--- src/rtl/sph_pkg.sv ---
package sph_pkg;

  localparam int unsigned RowBits   = 7;
  localparam int unsigned ColBits   = 9;
  localparam int unsigned SlotBits  = 5;
  localparam int unsigned FillBits  = 6;
  localparam int unsigned CountBits = 32;
  localparam int unsigned AddrBits  = RowBits + ColBits;
  localparam int unsigned RingAddrBits = SlotBits + ColBits;
  localparam int unsigned RowsMax   = 128;
  localparam int unsigned ColsMax   = 512;
  localparam int unsigned WinMax    = 32;

  localparam logic [1:0] REQ_SAMPLE = 2'd0;
  localparam logic [1:0] REQ_READ   = 2'd1;
  localparam logic [1:0] REQ_CLEAR  = 2'd2;

  localparam logic [1:0] MODE_CUM  = 2'd1;
  localparam logic [1:0] MODE_ROLL = 2'd2;

  localparam logic [2:0] REG_MODE  = 3'd0;
  localparam logic [2:0] REG_PMIN  = 3'd1;
  localparam logic [2:0] REG_SCALE = 3'd2;
  localparam logic [2:0] REG_ROWS  = 3'd3;
  localparam logic [2:0] REG_COLS  = 3'd4;
  localparam logic [2:0] REG_WIN   = 3'd5;

  typedef enum logic [1:0] {
    K_NONE,
    K_SAMPLE,
    K_READ,
    K_CLEAR
  } kind_e;

  typedef struct packed {
    logic [1:0]         mode;
    logic signed [15:0] pmin;
    logic [15:0]        scale;
    logic [7:0]         rows;
    logic [9:0]         cols;
    logic [5:0]         win;
  } cfg_t;

  typedef struct packed {
    kind_e                 kind;
    logic                  rolling;
    logic                  add;
    logic                  remove;
    logic [RowBits-1:0]    row;
    logic [ColBits-1:0]    col;
    logic [SlotBits-1:0]   slot;
    logic [AddrBits-1:0]   raddr;
    logic                  read_ok;
    logic [FillBits-1:0]   fill;
    logic [CountBits-1:0]  total;
    logic                  len_err;
  } op_t;

endpackage

--- src/rtl/sph_fifo.sv ---
module sph_fifo (
  input  logic          clk_i,
  input  logic          rst_ni,
  input  logic          push_i,
  input  sph_pkg::op_t  op_i,
  output logic          full_o,
  input  logic          pop_i,
  output logic          empty_o,
  output sph_pkg::op_t  op_o
);
  import sph_pkg::*;

  op_t        mem_q [2];
  logic       wp_q, rp_q;
  logic [1:0] cnt_q;

  assign full_o  = cnt_q == 2'd2;
  assign empty_o = cnt_q == 2'd0;
  assign op_o    = mem_q[rp_q];

  always_ff @(posedge clk_i) begin
    if (push_i) mem_q[wp_q] <= op_i;
  end

  always_ff @(posedge clk_i or negedge rst_ni) begin
    if (!rst_ni) begin
      wp_q  <= 1'b0;
      rp_q  <= 1'b0;
      cnt_q <= 2'd0;
    end else begin
      if (push_i) wp_q <= ~wp_q;
      if (pop_i) rp_q <= ~rp_q;
      if (push_i && !pop_i) cnt_q <= cnt_q + 2'd1;
      else if (pop_i && !push_i) cnt_q <= cnt_q - 2'd1;
    end
  end

endmodule

--- config.mk ---
export PLATFORM = sky130hd
export DESIGN_NAME = sph_fifo
export DESIGN_NICKNAME = d
export VERILOG_FILES = /design/src/rtl/sph_pkg.sv /design/src/rtl/sph_fifo.sv
export SDC_FILE = /design/constraint.sdc
export NUM_CORES = 1
export LEC_CHECK = 0
export BUFFER_PORTS_ARGS = -buffer_cell sky130_fd_sc_hd__buf_2
export CAP_MARGIN = 30
export CORE_ASPECT_RATIO = 1.5
export CORE_MARGIN = 2
export CORE_UTILIZATION = 35
export CTS_CLUSTER_DIAMETER = 150
export DETAILED_ROUTE_END_ITERATION = 16
export GPL_ROUTABILITY_DRIVEN = 0
export SETUP_SLACK_MARGIN = 0.1
export SKIP_LAST_GASP = 1
export SYNTH_ARGS = -nofsm -noshare
export SYNTH_HDL_FRONTEND = slang
export SYNTH_SLANG_ARGS = --single-unit
--- constraint.sdc ---
create_clock -name clk_i -period 4.5 [get_ports clk_i]
set_input_delay 0.225 -clock clk_i [delete_from_list [all_inputs] [get_ports clk_i]]
set_output_delay 0.225 -clock clk_i [all_outputs]
set_load 0.005 [all_outputs]
==> results.md <==
- Cells after Synth: 271
- Worst R2R Path Depth: 2
- Post-synthesis register bit count: 168
- Total CTS buffers: 17
- Final hold violation count: 0
- H-tree depth: 4
- Post-Place Cells: 653
- Initial Util: 0.358
- Reg clk slew, reported paths: 60 ps
- Status: complete, no violations
- Crit-path leading delay family: flip-flops
- PortBufs: 169
- Initial antenna violation count: 1
- CP max stage cell: dfrtp_4
- Worst setup SP type: register
- Area share of the largest cell type after synthesis: 0.763
- Fin Setup TNS: 0 ps
- Number of global-route vias before repair: 3,808
- End of the worst register-to-register path: mem_q[0][45]
- First-pass GRT wire length: 18.7 mm
- Layout cells sized above 1: 0.524
- Post-synthesis compound-gate area fraction: 0
- Slew Viols, Final: 0
- Final ANT Viol Nets: 0
- Reg-to-reg critical path startpoint: wp_q
- Avg Cell Area, Syn: 23.8 um2
- Worst Path Max Fanout: 36
- Clk sink count: 168
- R2R Setup Slk: 2420 ps
- WP data required: 4280 ps
- Clock Latency Late Sink: 410 ps
- Leakage: 3.57 nW
- Die Area: 0.0196 mm2
- Yosys warnings: 0
- Worst setup EP type: output pin
- Final Skew: 10.5 ps
- Net count after synthesis: 358
- Core Region: 0.0180 mm2
- Largest cells by area after synthesis: edfxtp_1, mux2_4, buf_12
- Slew of the pin with the lowest slew margin: 914 ps
- Largest family of logic cells by synthesized area: multiplexers
- Crit path largest cell delay: 760 ps
- Power per cell area: 570 mW/mm2
- Chip height: 170 um
- Clock Tree Root: clkbuf_16
- Total gr overflow: 0
- Type of the most critical hold path: in2reg
- Synth Area in XOR/XNOR: 0.00679
- F_max: 386 MHz
- Sequential share of the synthesized area: 0.779
- Post-synthesis mux area share: 0.184
- Hold Path Origin: op_i[36]
- Max VDD drop: 0.000317 V
- Setup Viol. Count Final: 0
- Final worst slack: 1910 ps
- Final Cycle Share: 0.575
- Fin util: 0.493
- Worst rel slew slack: 0.389
- Synth Area in Simple Gates: 0.00407
- CP bufs+invs: 2
- Worst Setup Path Type: reg2out
- Unrepaired setup endpoints after global routing: false
- Layout area overhead: 37.6%
- Worst slack at placement: 2310 ps
- Final Net Count: 624
- Clock Tree Buf Depth: 2
- Num rows: 60
- Iter 0 DRT Violations: 119
- Area leader, netlist: edfxtp_1
- DP HPWL: 7.80 mm
- DRT Pass-1 Iters: 4
- Adder-cell share of the synthesized area: 0.00194
- Critical path launch point: rp_q
- Drt drc: 0
- Synthesized area: 0.00645 mm2
- Finished Layout Cells: 768
- Boundary Pins: 170
- Hold Slack: 31.4 ps
- Worst EP arrival: 2360 ps
- Largest net degree at the start of global routing: 49
- Total GRT Usage: 0.130
- WL/cell: 16.1 um
- Vias: 3,455
- CP Cell Sequence: buf_4 -> mux2_2 -> buf_2
- DIE WIDTH: 115 um
- Hold EP: mem_q[0][36]
- TritonCTS clock tree: yes
- WL final: 12.4 mm
- Fin crit period: 2590 ps
- Max Cap Viol: 0
- Vias per inst: 4.50
- Yosys cell types: 14
- Worst hold stages: 1
-- cell usage in the layout, fill, tap and decap left out --
master	instances
ha_1	1
dlygate4sd3_1	82
nor2b_1	1
clkinv_1	3
mux2_4	70
dfrtp_4	1
inv_6	5
diode_2	1
dfrtp_1	3
inv_1	1
nor2_1	2
buf_2	169
and2_4	1
clkinvlp_4	3
buf_16	1
clkbuf_16	17
nor2b_4	1
edfxtp_1	164
clkinv_2	2
xnor2_1	1
xor2_1	4
buf_4	4
bufinv_16	2
mux2_2	12
-- sequential cells by signal, indices dropped and copies added, names as in the netlist --
signal	flops
cnt_q	2
wp_q	1
mem_q	164
rp_q	1
-- power breakdown --
part,switching (mW),total (mW),internal (mW)
logic,0.610,1.43,0.823
registers,0.146,2.23,2.08
clock network,0.588,1.41,0.818
-- Yosys cell counts, drive strengths merged --
master and number:
edfxtp 164, mux2 82, buf 9, dfrtp 4, xor2 4, nor2 2
nor2b 2, and2 1, ha 1, inv 1, xnor2 1
-- worst max-delay path by stage --
stage                              to  slack, ps  depth (start not counted)
after floorplan           mem_q[0][0]       1530                          1
after global placement       op_o[66]       2340                          3
after detailed placement     op_o[74]       2310                          3
after CTS                    op_o[74]       1840                          3
after global routing         op_o[74]       1770                          3
final                        op_o[74]       1910                          3
-- worst register-to-register path, stage by stage (launching register included) --
cell	delay, ps
dfrtp_1	430
nor2b_4	730
buf_4	540
-- area by class of cell --
type | instances | area [um2]
Fill cell | 1515 | 9140
Sequential cell | 168 | 5030
Timing Repair Buffer | 256 | 1720
Multi-Input combinational cell | 93 | 1280
Clock buffer | 17 | 425
Tap cell | 217 | 272
Clock inverter | 15 | 148
Inverter | 1 | 3.75
Antenna cell | 1 | 2.50
-- timing repair --
item,4_1_cts,5_1_grt
resized for setup,0,0
hold endpoints to repair,165,0
hold buffers,82,0
setup buffers,0,0
-- logic make-up (layout without fill, tap and decap cells) --
kind of cell  Yosys count  in the layout
flops                 168            168
mux                    82             82
buf+inv                10            289
xor+xnor                5              5
simple gates            5              5
fa+ha+maj               1              1
other cells             0              1
-- per-stage QoR --
stage                     instance area [um2]  total power [mW]
after floorplan                          6460              3.25
after global placement                   7460              3.63
after detailed placement                 7490              3.67
after CTS                                8880              5.15
after global routing                     8880              5.32
final                                    8880              5.06
-- layer usage --
layer,vias up,track usage,wire [um]
met2,111,0.245,6920
met5,-,0,0
met4,0,0.0608,250
met3,18,0.0417,580
li1,1611,-,-
met1,1715,0.125,4620
Power figures use the tool's default switching activity.
