## src/rtl/sph_pkg.sv

```systemverilog
package sph_pkg;

  localparam int unsigned RowBits   = 7;
  localparam int unsigned ColBits   = 9;
  localparam int unsigned SlotBits  = 5;
  localparam int unsigned FillBits  = 6;
  localparam int unsigned CountBits = 32;
  localparam int unsigned AddrBits  = RowBits + ColBits;
  localparam int unsigned RingAddrBits = SlotBits + ColBits;
  localparam int unsigned RowsMax   = 128;
  localparam int unsigned ColsMax   = 512;
  localparam int unsigned WinMax    = 32;

  localparam logic [1:0] REQ_SAMPLE = 2'd0;
  localparam logic [1:0] REQ_READ   = 2'd1;
  localparam logic [1:0] REQ_CLEAR  = 2'd2;

  localparam logic [1:0] MODE_CUM  = 2'd1;
  localparam logic [1:0] MODE_ROLL = 2'd2;

  localparam logic [2:0] REG_MODE  = 3'd0;
  localparam logic [2:0] REG_PMIN  = 3'd1;
  localparam logic [2:0] REG_SCALE = 3'd2;
  localparam logic [2:0] REG_ROWS  = 3'd3;
  localparam logic [2:0] REG_COLS  = 3'd4;
  localparam logic [2:0] REG_WIN   = 3'd5;

  typedef enum logic [1:0] {
    K_NONE,
    K_SAMPLE,
    K_READ,
    K_CLEAR
  } kind_e;

  typedef struct packed {
    logic [1:0]         mode;
    logic signed [15:0] pmin;
    logic [15:0]        scale;
    logic [7:0]         rows;
    logic [9:0]         cols;
    logic [5:0]         win;
  } cfg_t;

  typedef struct packed {
    kind_e                 kind;
    logic                  rolling;
    logic                  add;
    logic                  remove;
    logic [RowBits-1:0]    row;
    logic [ColBits-1:0]    col;
    logic [SlotBits-1:0]   slot;
    logic [AddrBits-1:0]   raddr;
    logic                  read_ok;
    logic [FillBits-1:0]   fill;
    logic [CountBits-1:0]  total;
    logic                  len_err;
  } op_t;

endpackage

```

## src/rtl/sph_front.sv

```systemverilog
module sph_front (
  input  logic          clk_i,
  input  logic          rst_ni,
  input  sph_pkg::cfg_t cfg_i,
  input  logic          cfg_wr_i,
  input  logic          block_i,
  input  logic          in_valid_i,
  output logic          in_ready_o,
  input  logic [1:0]    req_type_i,
  input  logic [15:0]   power_i,
  input  logic          sample_valid_i,
  input  logic          last_column_i,
  input  logic [6:0]    read_row_i,
  input  logic [8:0]    read_column_i,
  input  logic          full_i,
  output logic          push_o,
  output sph_pkg::op_t  op_o
);
  import sph_pkg::*;

  logic [ColBits-1:0]   colpos_q, colpos_d;
  logic [SlotBits-1:0]  slot_q, slot_d;
  logic [FillBits-1:0]  fill_q, fill_d;
  logic [CountBits-1:0] total_q, total_d;

  logic                s1_v_q;
  op_t                 s1_op_q, op_d;
  logic signed [33:0]  prod_q, prod_d;

  logic [7:0]  rows_c;
  logic [9:0]  cols_c;
  logic [5:0]  win_c;
  logic        enabled, sample, is_last, accept;
  logic [ColBits-1:0]  col;
  logic [SlotBits-1:0] slot;
  logic [5:0]          slot_inc;
  logic signed [16:0]  diff;
  logic [17:0]         rq;
  logic [7:0]          rows_m1;

  always_comb begin
    rows_c = (cfg_i.rows == 8'd0) ? 8'd1 : (cfg_i.rows > 8'(RowsMax)) ? 8'(RowsMax) : cfg_i.rows;
    cols_c = (cfg_i.cols == 10'd0) ? 10'd1 :
             (cfg_i.cols > 10'(ColsMax)) ? 10'(ColsMax) : cfg_i.cols;
    win_c  = (cfg_i.win == 6'd0) ? 6'd1 : (cfg_i.win > 6'(WinMax)) ? 6'(WinMax) : cfg_i.win;
  end

  assign push_o     = s1_v_q && !full_i;
  assign in_ready_o = !block_i && (!s1_v_q || !full_i);
  assign accept     = in_valid_i && in_ready_o;

  always_comb begin
    enabled  = cfg_i.mode == MODE_CUM || cfg_i.mode == MODE_ROLL;
    sample   = req_type_i == REQ_SAMPLE && enabled;
    col      = ({1'b0, colpos_q} >= cols_c) ? ColBits'(cols_c - 10'd1) : colpos_q;
    is_last  = {1'b0, col} == cols_c - 10'd1;
    slot     = ({1'b0, slot_q} < win_c) ? slot_q : '0;
    slot_inc = {1'b0, slot} + 6'd1;
    diff     = $signed({power_i[15], power_i}) - $signed({cfg_i.pmin[15], cfg_i.pmin});
    prod_d   = diff * $signed({1'b0, cfg_i.scale});

    colpos_d = colpos_q;
    slot_d   = slot_q;
    fill_d   = fill_q;
    total_d  = total_q;
    if (sample) begin
      if (is_last) begin
        colpos_d = '0;
        if (cfg_i.mode == MODE_ROLL) begin
          slot_d = (slot_inc == win_c) ? '0 : slot_inc[SlotBits-1:0];
          if (fill_q < win_c) fill_d = fill_q + 6'd1;
        end
        if (total_q != '1) total_d = total_q + 1'b1;
      end else begin
        colpos_d = col + 1'b1;
      end
    end else if (req_type_i == REQ_CLEAR) begin
      colpos_d = '0;
      slot_d   = '0;
      fill_d   = '0;
      total_d  = '0;
    end

    op_d         = '0;
    op_d.rolling = cfg_i.mode == MODE_ROLL;
    op_d.col     = col;
    op_d.slot    = slot;
    op_d.remove  = fill_q >= win_c;
    op_d.raddr   = {read_row_i, read_column_i};
    op_d.read_ok = {1'b0, read_row_i} < rows_c && {1'b0, read_column_i} < cols_c;
    op_d.fill    = fill_d;
    op_d.total   = total_d;
    case (req_type_i)
      REQ_SAMPLE: begin
        if (enabled) begin
          op_d.kind    = K_SAMPLE;
          op_d.add     = sample_valid_i;
          op_d.len_err = last_column_i != is_last;
        end else begin
          op_d.kind = K_NONE;
        end
      end
      REQ_READ:  op_d.kind = K_READ;
      REQ_CLEAR: op_d.kind = K_CLEAR;
      default:   op_d.kind = K_NONE;
    endcase
  end

  // row quantize from the registered product
  always_comb begin
    rows_m1 = rows_c - 8'd1;
    rq      = prod_q[33:16];
    op_o    = s1_op_q;
    if (!s1_op_q.add || prod_q <= 0) op_o.row = '0;
    else if (rq > {10'd0, rows_m1}) op_o.row = rows_m1[RowBits-1:0];
    else op_o.row = rq[RowBits-1:0];
  end

  always_ff @(posedge clk_i) begin
    if (accept) begin
      s1_op_q <= op_d;
      prod_q  <= prod_d;
    end
  end

  always_ff @(posedge clk_i or negedge rst_ni) begin
    if (!rst_ni) begin
      s1_v_q   <= 1'b0;
      colpos_q <= '0;
      slot_q   <= '0;
      fill_q   <= '0;
      total_q  <= '0;
    end else if (cfg_wr_i) begin
      s1_v_q   <= 1'b0;
      colpos_q <= '0;
      slot_q   <= '0;
      fill_q   <= '0;
      total_q  <= '0;
    end else begin
      if (accept) s1_v_q <= 1'b1;
      else if (push_o) s1_v_q <= 1'b0;
      if (accept) begin
        colpos_q <= colpos_d;
        slot_q   <= slot_d;
        fill_q   <= fill_d;
        total_q  <= total_d;
      end
    end
  end

endmodule

```

## config.mk

```make
export PLATFORM = sky130hd
export DESIGN_NAME = sph_front
export DESIGN_NICKNAME = d
export VERILOG_FILES = /design/src/rtl/sph_pkg.sv /design/src/rtl/sph_front.sv
export SDC_FILE = /design/constraint.sdc
export NUM_CORES = 1
export LEC_CHECK = 0
export BUFFER_PORTS_ARGS = -buffer_cell sky130_fd_sc_hd__buf_2
export CELL_PAD_IN_SITES_DETAIL_PLACEMENT = 1
export CELL_PAD_IN_SITES_GLOBAL_PLACEMENT = 1
export CORE_AREA = 2 2 220 222
export CTS_BUF_LIST = sky130_fd_sc_hd__clkbuf_2
export CTS_CLUSTER_DIAMETER = 30
export CTS_CLUSTER_SIZE = 20
export DETAILED_ROUTE_END_ITERATION = 12
export DIE_AREA = 0 0 222 224
export PLACE_DENSITY = 0.87
export SLEW_MARGIN = 20
export SYNTH_ARGS = -nofsm -noshare
export SYNTH_HDL_FRONTEND = slang
export SYNTH_SLANG_ARGS = --single-unit
```

## constraint.sdc

```tcl
create_clock -name clk_i -period 4.3 [get_ports clk_i]
set_input_delay 0.215 -clock clk_i [delete_from_list [all_inputs] [get_ports clk_i]]
set_output_delay 0.215 -clock clk_i [all_outputs]
set_load 0.02 [all_outputs]
```

==> results of run 1 <==
flip-flops by register name (all words and copies together), names as in the netlist:
signal	count
s1_v_q	1
colpos_q	9
slot_q	5
op_o	75
total_q	32
prod_q	34
fill_q	6
layout by cell type, fill, tap and decap left out, types with 27 or more instances in the layout:
cell type / synthesis / layout
a21oi_1: 79 / 64
and2_1: 114 / 99
buf_2: 9 / 179
buf_4: 0 / 284
buf_6: 2 / 36
dfrtp_1: 53 / 53
dlygate4sd3_1: 0 / 51
edfxtp_1: 109 / 109
fa_1: 274 / 248
ha_1: 153 / 126
inv_1: 400 / 350
inv_2: 0 / 47
nand2_1: 220 / 203
nand3_1: 47 / 45
nor2_1: 67 / 54
nor2b_1: 39 / 34
nor3_1: 31 / 27
o21ai_0: 81 / 63
xnor2_1: 53 / 39
area by class of cell:
cell class / instances / area share, %
Antenna cell: 1 / 0.00939
Clock inverter: 15 / 0.728
Multi-Input combinational cell: 1539 / 57.4
Timing Repair Buffer: 562 / 15.7
Clock buffer: 17 / 0.319
Tap cell: 615 / 2.89
Inverter: 401 / 5.72
Sequential cell: 162 / 17.3
worst register-to-register path, delay by kind of cell, from the launching register on:
family          cells  cell delay [ps]
flops               1              570
xor+xnor            1              220
compound gates      7             1280
simple gates        5             1090
fa+ha+maj           2              570
buf+inv             2              260
layer usage:
metal  wire length, µm  GRT usage, %  vias up
li1                  -             -     8204
met1             30900          34.2    10000
met2             44800          59.2     1273
met3              6640          4.92      549
met4              7860          20.9        0
met5                 0             0        -
worst paths after layout:
check	start	to	cells after the start
max	power_i[0]	prod_q[33]$_DFFE_PP_	36
min	read_column_i[1]	op_o[41]$_DFFE_PP_	2
max reg2reg	slot_q[3]$_DFFE_PN0P_	slot_q[2]$_DFFE_PN0P_	17
min reg2reg	fill_q[4]$_DFFE_PN0P_	fill_q[4]$_DFFE_PN0P_	1
max in group asynchronous	rst_ni	colpos_q[7]$_DFFE_PN0P_	4
min in group asynchronous	rst_ni	total_q[12]$_DFFE_PN0P_	4
cells in the mapped netlist (all sizes together), types with 33 or more instances:
cell type	n
a21oi	80
nor2b	39
o21ai	81
dfrtp	53
nand3	47
and2	114
ha	153
inv	400
nor2	67
clkbuf	73
fa	274
xnor2	53
nand2	221
nor3	33
edfxtp	109
logic make-up after synthesis:
logic type                 synth area share (%)
buffers and inverters                      9.10
adders and majority gates                  36.2
AOI/OAI and AO/OA                          10.8
other                                    0.0182
xor gates and xnor gates                   3.01
DFF                                        22.4
and+or+nand+nor                            17.7
muxes                                     0.669
stage by stage:
stage	setup WS [ps]	TNS [ps]	hold slack [ps]
after floorplan	-3230	-61760	-80.6
after global routing	-3160	-65280	66.0
after detailed placement	-4080	-112550	409
after global placement	-3560	-86620	404
after CTS	-2510	-53420	2.14
final	-3040	-61930	35.6
what timing repair did:
item,CTS,global route
endpoints found under the hold margin,158,0
buffers inserted,28,44
setup endpoints to repair,27,34
gates cloned,0,1
resized for setup,104,184
pin swaps,87,135
hold buffers,51,0
==> impl_metrics.env, run 1 <==
export IMPL_synth_edf_count=109
export IMPL_grt_pass1_wl_um=124000
export IMPL_hold_viol_final=0
export IMPL_slowest_stage="fa_2"
export IMPL_gp_congestion=0.965
export IMPL_clk_latency_ps=960
export IMPL_hp_class="in2reg"
export IMPL_seq_area_mm2=0.00460
export IMPL_vias=20100
export IMPL_violations="setup timing"
export IMPL_timing_fmax_mhz=136
export IMPL_drc=0
export IMPL_htree_levels=4
export IMPL_wl_um=90200
export IMPL_fin_worst_skew_ps=72.7
export IMPL_critPathKind="in2reg"
export IMPL_port_buffers=183
export IMPL_initial_core_util_pct=43.4
export IMPL_fp_dieH_um=224
export IMPL_worstMarginPinSlew_ps=1120
export IMPL_synthArstFlopShare_pct=32.7
export IMPL_critPathArrivalTime_ps=8060
export IMPL_fp_row_count=80
export IMPL_detailed_place_hpwl_um=56500
export IMPL_ioPinCount=184
export IMPL_syn_nets=2719
export IMPL_synth_area_mm2=0.0206
export IMPL_grt_overflow=0
export IMPL_first_pass_iters=6
export IMPL_syn_instance_count=2192
export IMPL_cp_top_family="adder cells"
export IMPL_yosys_area_top_type="fa_1"
export IMPL_path_clk_slew_ps=290
export IMPL_cts_sinks=162
export IMPL_period_share_pct=171
export IMPL_path_buf_inv=11
export IMPL_final_cells=3312
export IMPL_avgSynthCellArea_um2=9.38
export IMPL_start_kind="input port"
export IMPL_cts_root_buf="clkbuf_2"
export IMPL_drive_above_1_share_pct=30.2
export IMPL_cts_max_path_buffers=2
export IMPL_rsz0062_at_grt="yes"
export IMPL_multi_input_area_mm2=0.0153
export IMPL_final_util_pct=56.3
export IMPL_crit_fanout=7
export IMPL_crit_required_ps=5020
export IMPL_area_growth_syn_to_layout_pct=29.6
export IMPL_fp_coreArea_mm2=0.0473
export IMPL_yosysTopAreaCellShare_pct=26.7
export IMPL_numCtsBuffers=17
export IMPL_cp_end_kind="flop"
export IMPL_ff2ff_setup_slack_ps=250
export IMPL_ys_seq_area_share_pct=22.4
export IMPL_outcome="finished with violations"
export IMPL_place_inst=3167
export IMPL_layout_setup_ws_ps=-3040
export IMPL_antenna_left=0
export IMPL_finalCriticalPeriod_ps=7340
export IMPL_cts_tree="done"
export IMPL_place_area_mm2=0.0243
export IMPL_avgViaCountPerCell=6.06
export IMPL_maxSlewViolCount=0
export IMPL_max_cap_violations=0
export IMPL_grt_pass1_vias=22400
export IMPL_die_area_mm2=0.0497
export IMPL_track_usage_pct=32.1
export IMPL_ys_types=88
export IMPL_synth_ff_type="edfxtp_1"
export IMPL_ys_ff_latch=162
export IMPL_setup_viol=27
export IMPL_fin_nets=3210
export IMPL_nFillCells=5316
export IMPL_worst_slew_margin_rel_pct=25.3
export IMPL_die_x_um=222
export IMPL_post_route_cell_area_mm2=0.0266
export IMPL_ys_warnings_count=0
export IMPL_yosys_top_cells_area="fa_1 (27%), edfxtp_1 (16%), ha_1 (9.3%)"
export IMPL_wire_per_inst_um=27.2
export IMPL_critPathMaxStageDelay_ps=620
export IMPL_drt_iter0_drc=1748
export IMPL_grt_start_max_net_pins=69
export IMPL_antenna_found_initial=2
Power of run 1 is not shown: default switching activity piles up to over one toggle a cycle in this logic, so the estimate is an artifact.
==> run 2: changes to the inputs <==
--- a/config.mk
+++ b/config.mk
@@ -8,12 +8,12 @@
 export BUFFER_PORTS_ARGS = -buffer_cell sky130_fd_sc_hd__buf_2
 export CELL_PAD_IN_SITES_DETAIL_PLACEMENT = 1
 export CELL_PAD_IN_SITES_GLOBAL_PLACEMENT = 1
-export CORE_AREA = 2 2 220 222
+export CORE_AREA = 2 2 156 311
 export CTS_BUF_LIST = sky130_fd_sc_hd__clkbuf_2
 export CTS_CLUSTER_DIAMETER = 30
 export CTS_CLUSTER_SIZE = 20
 export DETAILED_ROUTE_END_ITERATION = 12
-export DIE_AREA = 0 0 222 224
+export DIE_AREA = 0 0 158 313
 export PLACE_DENSITY = 0.87
 export SLEW_MARGIN = 20
 export SYNTH_ARGS = -nofsm -noshare
==> run 2 against run 1 <==
Effect of this change:
- the run still ends with setup timing left
- clock-buffer cell count is the same
- cell area is 0.13% lower
- via count is 1.5% higher
- die area is 0.55% lower
- critical endpoint unchanged
- highest routed layer is now met5
==> impl_metrics.env, run 2 (synthesis results as in run 1) <==
export IMPL_critPathMaxStageDelay_ps=640
export IMPL_ioPinCount=184
export IMPL_critPathLaunch="cfg_i[44]"
export IMPL_die_area_mm2=0.0495
export IMPL_fp_row_count=113
export IMPL_post_route_cell_area_mm2=0.0266
export IMPL_fp_coreArea_mm2=0.0472
export IMPL_final_cell_mix="inv_1 (359), buf_4 (293), fa_1 (247), nand2_1 (212), buf_2 (180)"
export IMPL_top_usage_layer="met2"
export IMPL_maxSlewViolCount=0
export IMPL_final_util_pct=56.3
export IMPL_setup_viol=28
export IMPL_cp_end_kind="flop"
export IMPL_grt_start_max_net_pins=72
export IMPL_r2r_start="slot_q[2]$_DFFE_PN0P_"
export IMPL_detailed_place_hpwl_um=56300
export IMPL_htree_levels=4
export IMPL_seq_area_mm2=0.00460
export IMPL_critPathArrivalTime_ps=8660
export IMPL_area_growth_syn_to_layout_pct=29.4
export IMPL_met2_usage_pct=59.9
export IMPL_setup_worst_path_end="prod_q[33]$_DFFE_PP_"
export IMPL_nFillCells=5407
export IMPL_drt_iter0_drc=1775
export IMPL_initial_core_util_pct=43.5
export IMPL_fin_nets=3208
export IMPL_antenna_found_initial=10
export IMPL_clk_latency_ps=820
export IMPL_outcome="finished with violations"
export IMPL_max_cap_violations=0
export IMPL_cpMostUsedCell="buf_4"
export IMPL_first_pass_iters=5
export IMPL_grt_pass1_vias=22800
export IMPL_grt_use_met1_pct=35.9
export IMPL_worstMarginPinSlew_ps=1050
export IMPL_layout_commonest_cell="inv_1"
export IMPL_path_clk_slew_ps=280
export IMPL_worst_slew_margin_rel_pct=28.8
export IMPL_cts_tree="done"
export IMPL_vias=20400
export IMPL_ff2ff_path_depth=16
export IMPL_avgViaCountPerCell=6.12
export IMPL_layout_setup_ws_ps=-3780
export IMPL_ff2ff_setup_slack_ps=220
export IMPL_crit_required_ps=4870
export IMPL_fp_dieH_um=313
export IMPL_largest_reg_flops=75
export IMPL_multi_input_area_mm2=0.0153
export IMPL_hp_class="in2reg"
export IMPL_critPathKind="in2reg"
export IMPL_start_kind="input port"
export IMPL_track_usage_pct=35.0
export IMPL_port_buffers=183
export IMPL_r2r_end="slot_q[3]$_DFFE_PN0P_"
export IMPL_antenna_left=0
export IMPL_fin_worst_skew_ps=56.6
export IMPL_slowest_stage="fa_2"
export IMPL_crit_fanout=3
export IMPL_hold_viol_final=0
export IMPL_timing_fmax_mhz=124
export IMPL_finalCriticalPeriod_ps=8080
export IMPL_gp_congestion=0.868
export IMPL_met3_usage_pct=9.51
export IMPL_violations="setup timing"
export IMPL_die_x_um=158
export IMPL_cts_max_path_buffers=2
export IMPL_wire_per_inst_um=28.6
export IMPL_grt_overflow=0
export IMPL_drc=0
export IMPL_wl_um=95200
export IMPL_cts_root_buf="clkbuf_2"
export IMPL_place_area_mm2=0.0243
export IMPL_period_share_pct=188
export IMPL_numCtsBuffers=17
export IMPL_rsz0062_at_grt="yes"
export IMPL_drive_above_1_share_pct=30.0
export IMPL_grt_pass1_wl_um=130000
export IMPL_cts_sinks=162
run 2: cell count changes in the layout (fill, tap and decap cells not counted), sizes merged:
cell	change
bufinv	+3
dlygate4sd3	-21
diode	+3
clkinvlp	+1
buf	+19
inv	-4
run 2: per-layer routing:
layer / routed length, µm / part of all wire, %
met1: 30200 / 32
met2: 45700 / 48
met4: 10100 / 11
met5: 79 / 0.083
met3: 9090 / 9.6
run 2: worst min path at each step:
stage	slack, ps	end	from	depth (start not counted)
3_3_place_gp	410	slot_q[2]$_DFFE_PN0P_	rst_ni	2
4_1_cts	2	colpos_q[8]$_DFFE_PN0P_	in_valid_i	5
6_report	40	op_o[68]$_DFFE_PP_	cfg_i[15]	5
3_5_place_dp	410	slot_q[2]$_DFFE_PN0P_	rst_ni	2
2_1_floorplan	-80	colpos_q[0]$_DFFE_PN0P_	rst_ni	0
5_1_grt	20	op_o[68]$_DFFE_PP_	cfg_i[15]	5
run 2: cell type report:
cell class | count | share of cell area, %
clock buffers | 17 | 0.320
inverters | 401 | 5.75
well taps | 632 | 2.97
flip-flops and latches | 162 | 17.3
multi-input cells | 1539 | 57.3
clock inverters | 15 | 0.715
diodes | 4 | 0.0376
repair buffers | 560 | 15.6
run 2: critical path: cells and delay by family:
kind	cells	cell delay, ps
fa+ha+maj	8	3870
simple gates	7	1410
xor+xnor	1	130
buf+inv	10	1150
compound gates	9	1850
run 2: stage by stage:
stage / TNS (ps) / instances / hold WS (ps) / worst slack (ps)
after floorplan: -61760 / 2192 / -80.6 / -3230
after global placement: -80280 / 3187 / 409 / -3550
after detailed placement: -99250 / 3187 / 409 / -4120
after CTS: -55490 / 3303 / 1.56 / -2590
after global routing: -81500 / 3329 / 24.1 / -3960
final: -77570 / 3330 / 39.0 / -3780
run 2: what timing repair did:
action / in CTS / in global routing
hold endpoints to repair: 93 / 0
setup endpoints to repair: 28 / 35
gates cloned: 1 / 0
pin swaps: 103 / 80
buffers inserted: 56 / 40
resized for setup: 133 / 141
hold buffers: 30 / 0
Power of run 2 is left out for the same reason.
==> run 3: changes to the inputs <==
--- a/config.mk
+++ b/config.mk
@@ -5,15 +5,16 @@
 export SDC_FILE = /design/constraint.sdc
 export NUM_CORES = 1
 export LEC_CHECK = 0
+export ABC_AREA = 1
 export BUFFER_PORTS_ARGS = -buffer_cell sky130_fd_sc_hd__buf_2
 export CELL_PAD_IN_SITES_DETAIL_PLACEMENT = 1
 export CELL_PAD_IN_SITES_GLOBAL_PLACEMENT = 1
-export CORE_AREA = 2 2 156 311
+export CORE_AREA = 2 2 161 320
 export CTS_BUF_LIST = sky130_fd_sc_hd__clkbuf_2
 export CTS_CLUSTER_DIAMETER = 30
 export CTS_CLUSTER_SIZE = 20
 export DETAILED_ROUTE_END_ITERATION = 12
-export DIE_AREA = 0 0 158 313
+export DIE_AREA = 0 0 163 322
 export PLACE_DENSITY = 0.87
 export SLEW_MARGIN = 20
 export SYNTH_ARGS = -nofsm -noshare
==> run 3 against run 2 <==
Effect of this change:
- the run still ends with setup timing left
- sequential share of layout area fell by 1.1 points
- register-to-register slack gained 650 ps
- clock skew is 26 ps higher
- flip-flop and latch count stayed put
- first-iteration DRC count decreased by 32%
- global-route usage fell by 0.18 points
- critical path depth unchanged
- non-clock buffer count increased by 41
- worst setup slack improved by 1100 ps
- cell area grew 6.7%
- critical path type unchanged
==> impl_metrics.env, run 3 <==
export IMPL_r2r_end="op_o[28]$_DFFE_PP_"
export IMPL_numCtsBuffers=25
export IMPL_fin_nets=3770
export IMPL_cts_sinks=162
export IMPL_r2r_start="colpos_q[6]$_DFFE_PN0P_"
export IMPL_maxSlewViolCount=0
export IMPL_gp_congestion=0.977
export IMPL_worstMarginPinSlew_ps=972
export IMPL_yosys_top_cells_area="fa_1 (26%), edfxtp_1 (15%), nand2_1 (10%)"
export IMPL_avgSynthCellArea_um2=7.94
export IMPL_fp_dieH_um=322
export IMPL_synthTopCellsByCount="nand2_1 (575), inv_1 (556), fa_1 (274), nor2_1 (263), nand3_1 (157)"
export IMPL_yosys_area_top_type="fa_1"
export IMPL_worst_slew_margin_rel_pct=34.9
export IMPL_critPathKind="in2reg"
export IMPL_hp_start="read_column_i[0]"
export IMPL_yosysTopAreaCellShare_pct=25.8
export IMPL_area_growth_syn_to_layout_pct=33.6
export IMPL_cts_tree="done"
export IMPL_avgViaCountPerCell=5.78
export IMPL_cts_root_buf="clkbuf_2"
export IMPL_ys_seq_area_share_pct=21.7
export IMPL_drive_above_1_share_pct=29.4
export IMPL_ff2ff_path_depth=15
export IMPL_nFillCells=5938
export IMPL_path_clk_slew_ps=240
export IMPL_seq_area_mm2=0.00460
export IMPL_multi_input_area_mm2=0.0159
export IMPL_ff2ff_setup_slack_ps=870
export IMPL_rsz0062_at_grt="yes"
export IMPL_grt_overflow=0
export IMPL_vias=22500
export IMPL_wire_per_inst_um=26.3
export IMPL_max_cap_violations=0
export IMPL_start_kind="input port"
export IMPL_cpMostUsedCell="fa_1"
export IMPL_grt_pass1_wl_um=137000
export IMPL_crit_fanout=5
export IMPL_layout_commonest_cell="nand2_1"
export IMPL_die_area_mm2=0.0525
export IMPL_period_share_pct=161
export IMPL_drc=0
export IMPL_synth_most_common_cell="nand2_1"
export IMPL_detailed_place_hpwl_um=69400
export IMPL_grt_start_max_net_pins=72
export IMPL_slowest_stage="fa_1"
export IMPL_drt_iter0_drc=1199
export IMPL_outcome="finished with violations"
export IMPL_fp_coreArea_mm2=0.0501
export IMPL_hold_viol_final=0
export IMPL_finalCriticalPeriod_ps=6930
export IMPL_fp_row_count=116
export IMPL_synth_ff_type="edfxtp_1"
export IMPL_setup_viol=28
export IMPL_ys_types=50
export IMPL_syn_instance_count=2673
export IMPL_worstHoldEndpoint="op_o[40]$_DFFE_PP_"
export IMPL_synth_edf_count=109
export IMPL_ys_warnings_count=0
export IMPL_grt_pass1_vias=25100
export IMPL_antenna_left=0
export IMPL_hold_depth=2
export IMPL_layout_setup_ws_ps=-2630
export IMPL_port_buffers=183
export IMPL_initial_core_util_pct=42.4
export IMPL_critPathMaxStageDelay_ps=750
export IMPL_whs_ps=121
export IMPL_ys_ff_latch=162
export IMPL_wl_um=103000
export IMPL_syn_nets=3200
export IMPL_htree_levels=4
export IMPL_synth_area_mm2=0.0212
export IMPL_cts_max_path_buffers=3
export IMPL_ioPinCount=184
export IMPL_critPathArrivalTime_ps=7560
export IMPL_crit_required_ps=4930
export IMPL_cp_end_kind="flop"
export IMPL_track_usage_pct=34.8
export IMPL_die_x_um=163
export IMPL_hp_class="in2reg"
export IMPL_fin_worst_skew_ps=82.5
export IMPL_largest_reg_flops=75
export IMPL_antenna_found_initial=5
export IMPL_synthArstFlopShare_pct=32.7
export IMPL_clk_latency_ps=860
export IMPL_final_cell_mix="nand2_1 (528), inv_1 (495), buf_4 (318), fa_1 (258), nor2_1 (226)"
export IMPL_violations="setup timing"
export IMPL_timing_fmax_mhz=144
export IMPL_first_pass_iters=7
[run 3: changes by cell type in the layout (fill, tap and decap cells not counted), moves of 20 or more]
cell,delta
nand2_1,+316
nor2_1,+170
inv_1,+136
nand3_1,+98
and2_1,-92
nor2b_1,-35
a21o_1,-25
buf_4,+25
inv_2,+25
nand2_2,+25
and3_1,-24
xor2_1,+23
or2_2,+22
or4_1,-20
[run 3: final cells by class]
class / instances / area share (%)
diodes: 4 / 0.0353
clock buffers: 25 / 0.441
clock inverters: 7 / 0.388
inverters: 575 / 7.79
multi-input cells: 1878 / 56.0
flip-flops and latches: 162 / 16.2
well taps: 649 / 2.86
repair buffers: 601 / 16.3
[run 3: per-stage QoR]
stage	area [µm²]	setup WS, ps	std cells	util (%)	TNS [ps]
floorplan	21800	-2300	2673	-	-46970
global placement	25800	-2840	3761	51.5	-64110
detailed placement	25800	-3180	3761	51.5	-71090
CTS	27700	-1830	3873	55.2	-37410
global route	28400	-2830	3900	56.7	-58030
finish	28400	-2630	3901	56.7	-53870
[run 3: layer usage]
layer  GRT usage, %  vias up  wire length (µm)
met5              0        -                19
met2           68.2     1430             52700
met1           28.4    10900             29000
li1               -     9420                 -
met3           5.50      800              7690
met4           31.9        2             13300
[run 3: worst max-delay path, delay by kind of cell]
| family | cells | cell delay (ps) |
|---|---|---|
| AOI/OAI and AO/OA | 6 | 980 |
| buffers and inverters | 11 | 1260 |
| adders and majority gates | 8 | 3980 |
| and+or+nand+nor | 8 | 710 |
| xor gates and xnor gates | 2 | 390 |
[run 3: cells by family (layout without fill, tap and decap cells)]
family,Yosys count,in the layout,share of synthesized area (%)
simple gates,1144,1144,22.9
other cells,1,5,0.0177
fa+ha+maj,427,427,34.9
compound gates,235,235,6.31
buf+inv,633,1208,11.3
xor+xnor,71,71,2.96
flops,162,162,21.7
[run 3: worst max path at each step]
stage                           end  slack [ps]        from
2_1_floorplan  prod_q[26]$_DFFE_PP_       -2300  power_i[2]
3_3_place_gp   prod_q[30]$_DFFE_PP_       -2840   cfg_i[42]
3_5_place_dp   prod_q[30]$_DFFE_PP_       -3180  power_i[0]
4_1_cts        prod_q[29]$_DFFE_PP_       -1830   cfg_i[42]
5_1_grt        prod_q[32]$_DFFE_PP_       -2830   cfg_i[41]
6_report       prod_q[32]$_DFFE_PP_       -2630   cfg_i[41]
[run 3: timing repair]
action | CTS | global route
endpoints found under the setup margin | 27 | 34
buffers inserted | 55 | 26
pin swaps | 156 | 98
resized for setup | 231 | 130
endpoints found under the hold margin | 94 | 0
hold buffers | 34 | 0
gates cloned | 1 | 0
Power of run 3 is left out for the same reason.
